--- src/jmse_pkg.sv ---
// shared types and constants for the jtag master shift engine
package jmse_pkg;

    localparam int CHUNK_BITS_DEF = 32;
    localparam int DIV_W          = 16;
    localparam int COUNT_W        = 6;
    localparam int DATA_W         = 32;
    localparam int KIND_W         = 2;

    typedef enum logic {
        OP_TICK  = 1'b0,
        OP_START = 1'b1
    } t_op;

    typedef enum logic [KIND_W-1:0] {
        KIND_TMS       = 2'd0,
        KIND_SHIFT_CAP = 2'd1,
        KIND_SHIFT     = 2'd2,
        KIND_CONST     = 2'd3
    } t_kind;

    typedef struct packed {
        logic              tck;
        logic              tms;
        logic              tdi;
        logic              busy;
        logic              done;
        logic [DATA_W-1:0] captured;
        logic              rejected;
    } t_result;

endpackage

--- src/jtag_master_shift_engine.sv ---
// JTAG master shift engine: while input ready is high, takes one item per clock (a time tick or
// a command start) and returns one result item per input item through an output register.
// Input ready is high whenever that register is empty or its item is taken in the same
// cycle, so with a ready consumer the block sustains one item every cycle. A TCK half
// period spans clk_divider+1 tick items; a command of N bits completes after
// 2*N*(clk_divider+1) tick items, with TDO sampled on the tick where TCK falls.
module jtag_master_shift_engine
    import jmse_pkg::*;
#(
    parameter int CHUNK_BITS = CHUNK_BITS_DEF
) (
    input  logic               i_clk,
    input  logic               i_rst_n,
    input  logic               i_cfg_we,
    input  logic [DIV_W-1:0]   i_cfg_data,
    input  logic               i_in_valid,
    output logic               o_in_ready,
    input  logic               i_op,
    input  logic [KIND_W-1:0]  i_kind,
    input  logic [COUNT_W-1:0] i_bit_count,
    input  logic [DATA_W-1:0]  i_tms_bits,
    input  logic [DATA_W-1:0]  i_tdi_bits,
    input  logic               i_tms_exit,
    input  logic               i_tms_level,
    input  logic               i_tdi_level,
    input  logic               i_tdo_pin,
    output logic               o_out_valid,
    input  logic               i_out_ready,
    output logic               o_tck_out,
    output logic               o_tms_out,
    output logic               o_tdi_out,
    output logic               o_busy_res,
    output logic               o_done_res,
    output logic [DATA_W-1:0]  o_captured,
    output logic               o_rejected
);

    logic    accept;
    logic    free;
    t_result core_res;
    t_result out_res;

    assign o_in_ready = free;
    assign accept     = i_in_valid && free;

    jmse_core #(
        .CHUNK_BITS (CHUNK_BITS)
    ) u_core (
        .i_clk       (i_clk),
        .i_rst_n     (i_rst_n),
        .i_cfg_we    (i_cfg_we),
        .i_cfg_data  (i_cfg_data),
        .i_accept    (accept),
        .i_op        (i_op),
        .i_kind      (i_kind),
        .i_bit_count (i_bit_count),
        .i_tms_bits  (i_tms_bits),
        .i_tdi_bits  (i_tdi_bits),
        .i_tms_exit  (i_tms_exit),
        .i_tms_level (i_tms_level),
        .i_tdi_level (i_tdi_level),
        .i_tdo_pin   (i_tdo_pin),
        .o_result    (core_res)
    );

    jmse_out_reg u_out_reg (
        .i_clk    (i_clk),
        .i_rst_n  (i_rst_n),
        .i_load   (accept),
        .i_result (core_res),
        .i_ready  (i_out_ready),
        .o_free   (free),
        .o_valid  (o_out_valid),
        .o_result (out_res)
    );

    assign o_tck_out  = out_res.tck;
    assign o_tms_out  = out_res.tms;
    assign o_tdi_out  = out_res.tdi;
    assign o_busy_res = out_res.busy;
    assign o_done_res = out_res.done;
    assign o_captured = out_res.captured;
    assign o_rejected = out_res.rejected;

endmodule

--- src/jmse_core.sv ---
// command state and per-item tap shifting logic
module jmse_core
    import jmse_pkg::*;
#(
    parameter int CHUNK_BITS = CHUNK_BITS_DEF
) (
    input  logic               i_clk,
    input  logic               i_rst_n,
    input  logic               i_cfg_we,
    input  logic [DIV_W-1:0]   i_cfg_data,
    input  logic               i_accept,
    input  logic               i_op,
    input  logic [KIND_W-1:0]  i_kind,
    input  logic [COUNT_W-1:0] i_bit_count,
    input  logic [DATA_W-1:0]  i_tms_bits,
    input  logic [DATA_W-1:0]  i_tdi_bits,
    input  logic               i_tms_exit,
    input  logic               i_tms_level,
    input  logic               i_tdi_level,
    input  logic               i_tdo_pin,
    output t_result            o_result
);

    localparam int CW  = CHUNK_BITS;
    localparam int BIW = $clog2(CW + 1);
    localparam int IW  = $clog2(CW);
    localparam int SW  = (BIW > COUNT_W) ? BIW + 1 : COUNT_W + 1;

    logic [DIV_W-1:0] r_div;
    logic [DIV_W-1:0] r_tick,     n_tick;
    logic             r_high,     n_high;
    logic [BIW-1:0]   r_bit_idx,  n_bit_idx;
    logic [BIW-1:0]   r_cycles,   n_cycles;
    logic [CW-1:0]    r_tms_sh,   n_tms_sh;
    logic [CW-1:0]    r_tdi_sh,   n_tdi_sh;
    logic [CW-1:0]    r_cap,      n_cap;
    t_kind            r_kind,     n_kind;
    logic             r_last_tms, n_last_tms;
    logic             r_running,  n_running;
    logic             r_tms_pin,  n_tms_pin;
    logic             r_tdi_pin,  n_tdi_pin;

    logic             do_drive;
    logic             on_last;
    logic             done;
    logic             rejected;
    logic [BIW-1:0]   count_sat;
    logic [DATA_W-1:0] cap_out;

    always_comb begin
        n_tick     = r_tick;
        n_high     = r_high;
        n_bit_idx  = r_bit_idx;
        n_cycles   = r_cycles;
        n_tms_sh   = r_tms_sh;
        n_tdi_sh   = r_tdi_sh;
        n_cap      = r_cap;
        n_kind     = r_kind;
        n_last_tms = r_last_tms;
        n_running  = r_running;
        n_tms_pin  = r_tms_pin;
        n_tdi_pin  = r_tdi_pin;
        do_drive   = 1'b0;
        on_last    = 1'b0;
        done       = 1'b0;
        rejected   = 1'b0;
        cap_out    = '0;
        count_sat  = (SW'(i_bit_count) > SW'(CW)) ? BIW'(CW) : BIW'(i_bit_count);

        if (i_accept) begin
            if (t_op'(i_op) == OP_START) begin
                if (r_running) begin
                    rejected = 1'b1;
                end else begin
                    n_kind     = t_kind'(i_kind);
                    n_cycles   = count_sat;
                    n_tms_sh   = CW'(i_tms_bits);
                    n_tdi_sh   = CW'(i_tdi_bits);
                    n_last_tms = i_tms_exit;
                    n_cap      = '0;
                    n_bit_idx  = '0;
                    n_tick     = '0;
                    n_high     = 1'b0;
                    case (t_kind'(i_kind))
                        KIND_TMS: begin
                            n_tdi_pin = 1'b1;
                        end
                        KIND_SHIFT_CAP: begin
                            n_tms_pin = 1'b0;
                            n_tdi_pin = 1'b0;
                        end
                        KIND_SHIFT: begin
                            n_tms_pin = 1'b0;
                        end
                        default: begin
                            n_tms_pin = i_tms_level;
                            n_tdi_pin = i_tdi_level;
                        end
                    endcase
                    if (count_sat == '0) begin
                        done = 1'b1;
                    end else begin
                        n_running = 1'b1;
                        do_drive  = 1'b1;
                    end
                end
            end else if (r_running) begin
                if (r_tick < r_div) begin
                    n_tick = r_tick + 1'b1;
                end else begin
                    n_tick = '0;
                    if (!r_high) begin
                        n_high = 1'b1;
                    end else begin
                        // sample tdo as tck falls
                        if (r_kind == KIND_SHIFT_CAP ||
                            (r_kind == KIND_CONST && r_bit_idx == '0)) begin
                            n_cap[r_bit_idx[IW-1:0]] = i_tdo_pin;
                        end
                        n_high    = 1'b0;
                        n_bit_idx = r_bit_idx + 1'b1;
                        n_tms_sh  = r_tms_sh >> 1;
                        n_tdi_sh  = r_tdi_sh >> 1;
                        if (n_bit_idx >= r_cycles) begin
                            n_running = 1'b0;
                            done      = 1'b1;
                            cap_out   = DATA_W'(n_cap);
                        end else begin
                            do_drive = 1'b1;
                        end
                    end
                end
            end
        end

        // levels for the bit now starting
        if (do_drive) begin
            on_last = ((BIW + 1)'(n_bit_idx) + 1'b1) >= (BIW + 1)'(n_cycles);
            case (n_kind)
                KIND_TMS: begin
                    n_tms_pin = n_tms_sh[0];
                    n_tdi_pin = 1'b1;
                end
                KIND_SHIFT_CAP, KIND_SHIFT: begin
                    n_tms_pin = on_last && n_last_tms;
                    n_tdi_pin = n_tdi_sh[0];
                end
                default: begin
                end
            endcase
        end

        o_result.tck      = n_high;
        o_result.tms      = n_tms_pin;
        o_result.tdi      = n_tdi_pin;
        o_result.busy     = n_running;
        o_result.done     = done;
        o_result.captured = cap_out;
        o_result.rejected = rejected;
    end

    always_ff @(posedge i_clk) begin
        if (!i_rst_n) begin
            r_div      <= '0;
            r_tick     <= '0;
            r_high     <= 1'b0;
            r_bit_idx  <= '0;
            r_cycles   <= '0;
            r_tms_sh   <= '0;
            r_tdi_sh   <= '0;
            r_cap      <= '0;
            r_kind     <= KIND_TMS;
            r_last_tms <= 1'b0;
            r_running  <= 1'b0;
            r_tms_pin  <= 1'b0;
            r_tdi_pin  <= 1'b0;
        end else begin
            if (i_cfg_we) begin
                r_div <= i_cfg_data;
            end
            r_tick     <= n_tick;
            r_high     <= n_high;
            r_bit_idx  <= n_bit_idx;
            r_cycles   <= n_cycles;
            r_tms_sh   <= n_tms_sh;
            r_tdi_sh   <= n_tdi_sh;
            r_cap      <= n_cap;
            r_kind     <= n_kind;
            r_last_tms <= n_last_tms;
            r_running  <= n_running;
            r_tms_pin  <= n_tms_pin;
            r_tdi_pin  <= n_tdi_pin;
        end
    end

    a_high_only_running: assert property (@(posedge i_clk) disable iff (!i_rst_n)
        r_high |-> r_running)
        else $error("tck high while idle");

    a_index_in_range: assert property (@(posedge i_clk) disable iff (!i_rst_n)
        r_running |-> (r_bit_idx < r_cycles))
        else $error("bit index past command length");

    a_reject_keeps_cmd: assert property (@(posedge i_clk) disable iff (!i_rst_n)
        (i_accept && i_op && r_running) |=> (r_running && $stable(r_cycles)
            && $stable(r_bit_idx) && $stable(r_tick)))
        else $error("rejected start disturbed running command");

    a_idle_tick_clear: assert property (@(posedge i_clk) disable iff (!i_rst_n)
        !r_running |-> (r_tick == '0 && !r_high))
        else $error("phase timer not cleared while idle");

endmodule

--- src/jmse_out_reg.sv ---
// result register between the shift logic and the output channel
module jmse_out_reg
    import jmse_pkg::*;
(
    input  logic    i_clk,
    input  logic    i_rst_n,
    input  logic    i_load,
    input  t_result i_result,
    input  logic    i_ready,
    output logic    o_free,
    output logic    o_valid,
    output t_result o_result
);

    logic    r_valid;
    t_result r_result;

    // can take a new item when empty or when the held one leaves now
    assign o_free   = !r_valid || i_ready;
    assign o_valid  = r_valid;
    assign o_result = r_result;

    always_ff @(posedge i_clk) begin
        if (!i_rst_n) begin
            r_valid <= 1'b0;
        end else if (i_load) begin
            r_valid <= 1'b1;
        end else if (i_ready) begin
            r_valid <= 1'b0;
        end
    end

    always_ff @(posedge i_clk) begin
        if (i_load) begin
            r_result <= i_result;
        end
    end

endmodule
--- config.mk ---
export PLATFORM = sky130hd
export DESIGN_NAME = jtag_master_shift_engine
export DESIGN_NICKNAME = d
export VERILOG_FILES = /design/src/jmse_pkg.sv /design/src/jtag_master_shift_engine.sv /design/src/jmse_core.sv /design/src/jmse_out_reg.sv
export SDC_FILE = /design/constraint.sdc
export NUM_CORES = 1
export LEC_CHECK = 0
export BUFFER_PORTS_ARGS = -buffer_cell sky130_fd_sc_hd__buf_2
export CORE_ASPECT_RATIO = 1.2
export CORE_MARGIN = 2
export CORE_UTILIZATION = 31
export DETAILED_ROUTE_END_ITERATION = 6
export GPL_ROUTABILITY_DRIVEN = 0
export SYNTH_ARGS = -nofsm -noshare
export SYNTH_HDL_FRONTEND = slang
export SYNTH_SLANG_ARGS = --single-unit
export TNS_END_PERCENT = 5
--- constraint.sdc ---
create_clock -name i_clk -period 9.5 [get_ports i_clk]
set_clock_uncertainty 0.2 [all_clocks]
set_input_delay 1.9 -clock i_clk [delete_from_list [all_inputs] [get_ports i_clk]]
set_output_delay 1.9 -clock i_clk [all_outputs]
set_load 0.05 [all_outputs]
==> impl_results.md <==
- Count of yosys warnings during synthesis: 0
- Pin slew with the least headroom to its limit: roughly 970 ps
- Classification of the worst setup path: input pin to register
- Post-Synth Simple-Gate Area: 0.203
- Compound-cell area share of the yosys netlist: 0.184
- Kind of end point of the critical path: register
- Global-route usage over all layers: 0.153
- Synthesized netlist cell count: about 1,000
- Arr. time, crit path: between 5000 and 6000 ps
- Number of nets in the layout: around 1,300
- Final total power: between 1.5 and 2 mW
- Die Width: roughly 160 µm
- Proportion of layout cells with a drive suffix above 1: 0.166
- IO Port Bufs: approximately 140
- Std-Cell Core Area: 0.0285 mm²
- Shortest clock period the worst path allows after layout: slightly below 6000 ps
- H-tree lvl count: 4
- Top-count cell post-synth: nor2_1
- Reported leakage power: around 3.9 nW
- TritonCTS Buffers: 17
- Initial Utilization: 0.313
- Status: finished, final reports clean
- Summed instance area of the synthesized netlist: between 0.008 and 0.009 mm²
- Net count of the mapped netlist: around 1,200
- Vias in the first global route: between 7,000 and 8,000
- Half-perimeter wire length of the detailed placement result: 15,200 µm
- Post-route setup slack: approximately 3500 ps
- Top-level I/O count: between 100 and 150
- Number of pins exceeding their max-slew limit in the final report: 0
- Number of endpoints with negative hold slack in the final report: 0
- Register clock-pin slew on the reported worst setup and hold paths: approximately 70 ps
- Layout overhead on the synthesized area: 17.5%
- Clock tree buffer depth: 2
- Max Clock Freq: roughly 170 MHz
- Adder-cell area share of the yosys netlist: 0.0519
- Average instance area after synthesis: roughly 8.6 µm²
- Die Y-Extent: approximately 190 µm
- Placed inst area: between 0.009 and 0.01 mm²
- Total number of clock tree sinks: 186
- Setup repair after global routing missed its margin: false
- Tcrit/Tclk final: 0.628
- CTS tree: done
- Net switching power: a little under 0.5 mW
- Pwr per Cell Area: 168 mW/mm²
- GR Overflow Total: 0
- Internal power consumption: between 1 and 1.5 mW
- Final-layout fill cell count: between 2,000 and 3,000
- DRT Wirelength: 23,200 µm
- Initial antenna violation count: 2
- Number of enable-type register cells in the synthesized netlist: 38
- Hold Crit Class: register to register
- Post-detailed-route via-to-cell ratio: ~5
- Cell-by-cell listing of the critical path: buf_2, nand2b_1, nand2_1, inv_2, nand2_1, o21ai_0, ha_1, nand2b_1, a21o_1, a21o_1, a21o_1, a211oi_1, nor3b_1, a211oi_1, a21oi_1
- Post-synthesis sequential area ratio: 0.460
- Dominant combinational cell family by area after synthesis: simple AND/OR/NAND/NOR gates
- Final setup violation count: 0
- Largest voltage drop on the vdd net: approximately 110 µV
- Share of power burned in combinational logic: 0.106
- Final sum of negative setup slack: 0 ps
- Delay of the slowest critical-path stage: 780 ps
- Most prevalent standard cell on the critical path: a21o_1
- Top Family by Delay on Critical Path: compound AO/OA/AOI/OAI gates
- Sw Ratio: 0.276
- Final std cell area, no fill: 0.0105 mm²
- Required arrival time at the worst endpoint: between 9000 and 10,000 ps
- Pre-CTS setup slack: about 3100 ps
- Via count: roughly 7,900
- Part of the power in the clock network: 0.408
- Violation count after the first detailed-route iteration: about 540
- Dominant cell type by area after synthesis: dfxtp_1
- Area share of xor/xnor cells in the synthesized design: 0.0226
- Total Die Area: around 0.030 mm²
- Yosys reg bits: 186
- Total iterations of the first detailed-routing run: 5
- Post-CTS setup buffer count: 0
- Post-synthesis mux area share: 0.0281
- Synth unique cells: 52
- Share of the synthesized area in the top cell type: 0.332
- Post-route DRC: 0
- Critical path's slowest cell: inv_2
- Kind of launch point of the worst setup path: input pin
- Synth top area cells: dfxtp_1 (33%), edfxtp_1 (13%), nor2_1 (7.2%)
- Pin count of the biggest net entering global routing: 86
- Primary FF master, synth: dfxtp_1
- Cell types with the highest counts after synthesis: nor2_1 (172), dfxtp_1 (148), nand2_1 (74)
- Root cell of the clock tree: clkbuf_16
- Combined buffer and inverter count along the critical path: 2
- Clock latency at the later pin of the worst-skew pair: between 400 and 500 ps
- Wire length of the first global-routing pass: 37,700 µm
- Number of hold buffers added after cts: 0
- Average wire per standard cell: 15.2 µm
- Gates resized, CTS repair: 0
- MaxCap Viol Count: 0
- Core Rows: 68
- Worst-path fanout max: between 40 and 50
- Share of flip-flops with an asynchronous set or reset: 0
- Antenna-violating nets left: 0
- Share of total power in sequential cells: 0.486
- Post-layout util: 0.367
- Worst slew margin relative to its limit: 0.350
==> cell type report <==
type                            count  area, µm²  share of cell area
Antenna cell                        3       7.51            0.000717
Clock buffer                       18        429              0.0410
Clock inverter                     14        151              0.0145
Inverter                           37        141              0.0135
Multi-Input combinational cell    738       4400               0.420
Sequential cell                   186       4100               0.392
Tap cell                          385        482              0.0460
Timing Repair Buffer              147        761              0.0726
==> cells by family after synthesis <==
logic type / Yosys count
DFF: 186
and+or+nand+nor: 402
xor gates and xnor gates: 23
AOI/OAI and AO/OA: 251
muxes: 25
adders and majority gates: 37
buffers and inverters: 116
==> tightest hold or removal path: cells and delay by family, from the launching register on <==
| family | cells | cell delay [ps] |
|---|---|---|
| AO/OA/AOI/OAI | 1 | 60 |
| flip-flops | 1 | 310 |
| AND/OR/NAND/NOR | 1 | 50 |
==> power groups by stage <==
stage / combinational [mW] / sequential, mW / clock [mW]
after floorplan: 0.100 / 0.898 / 0
after global placement: 0.186 / 0.872 / 0
after detailed placement: 0.187 / 0.873 / 0
after CTS: 0.188 / 0.854 / 0.740
after global routing: 0.206 / 0.858 / 0.776
final: 0.186 / 0.854 / 0.716
==> registers in the layout, indices dropped and copies added (netlist names) <==
name                count
u_out_reg.o_result     38
u_core.r_cap           32
u_core.r_tdi_sh        32
u_core.r_tms_sh        32
u_core.r_div           16
u_core.r_tick          16
u_core.r_bit_idx        6
u_core.r_cycles         6
u_core.r_kind           2
u_core.r_high           1
u_core.r_last_tms       1
u_core.r_running        1
u_core.r_tdi_pin        1
u_core.r_tms_pin        1
u_out_reg.o_valid       1
==> through the flow <==
step | cells | hold WS (ps)
2_1_floorplan | 1040 | 232
3_3_place_gp | 1493 | 245
3_5_place_dp | 1493 | 258
4_1_cts | 1525 | 268
5_1_grt | 1525 | 279
6_report | 1528 | 269
==> final timing paths <==
| kind | start | to | slack (ps) | cells after the start |
|---|---|---|---|---|
| hold reg to reg | u_core.r_tdi_sh[31]$_SDFFE_PN0P_ | u_core.r_tdi_sh[31]$_SDFFE_PN0P_ | 270 | 2 |
| hold / removal | u_core.r_tdi_sh[31]$_SDFFE_PN0P_ | u_core.r_tdi_sh[31]$_SDFFE_PN0P_ | 270 | 2 |
| setup / recovery | i_out_ready | u_out_reg.o_result[36]$_DFFE_PP_ | 3540 | 15 |
| setup reg to reg | u_core.r_tick[7]$_SDFFE_PN0P_ | u_out_reg.o_result[36]$_DFFE_PP_ | 4580 | 16 |
==> layout by cell type (no fill, tap or decap), types with 6 or more instances in the layout <==
master	n
nor3b_1	6
o21ai_0	71
nand4_1	11
buf_2	137
dfxtp_1	148
a221oi_1	60
nor2_1	171
and3_1	9
nand3_1	27
and2_1	13
buf_4	10
xor2_1	13
xnor2_1	10
clkbuf_16	17
a21o_1	8
nand2_1	74
inv_1	34
ha_1	37
mux2i_1	25
a21oi_1	61
a22oi_1	27
edfxtp_1	38
nor3_1	69
==> per-layer routing <==
layer	up-vias	global-route usage	wire, µm
met5	-	0	0
met4	0	0.0533	416
met3	28	0.0351	1230
met2	214	0.258	11300
met1	3704	0.193	10300
li1	3908	-	-
No activity file was read; power rests on OpenSTA's default activity.
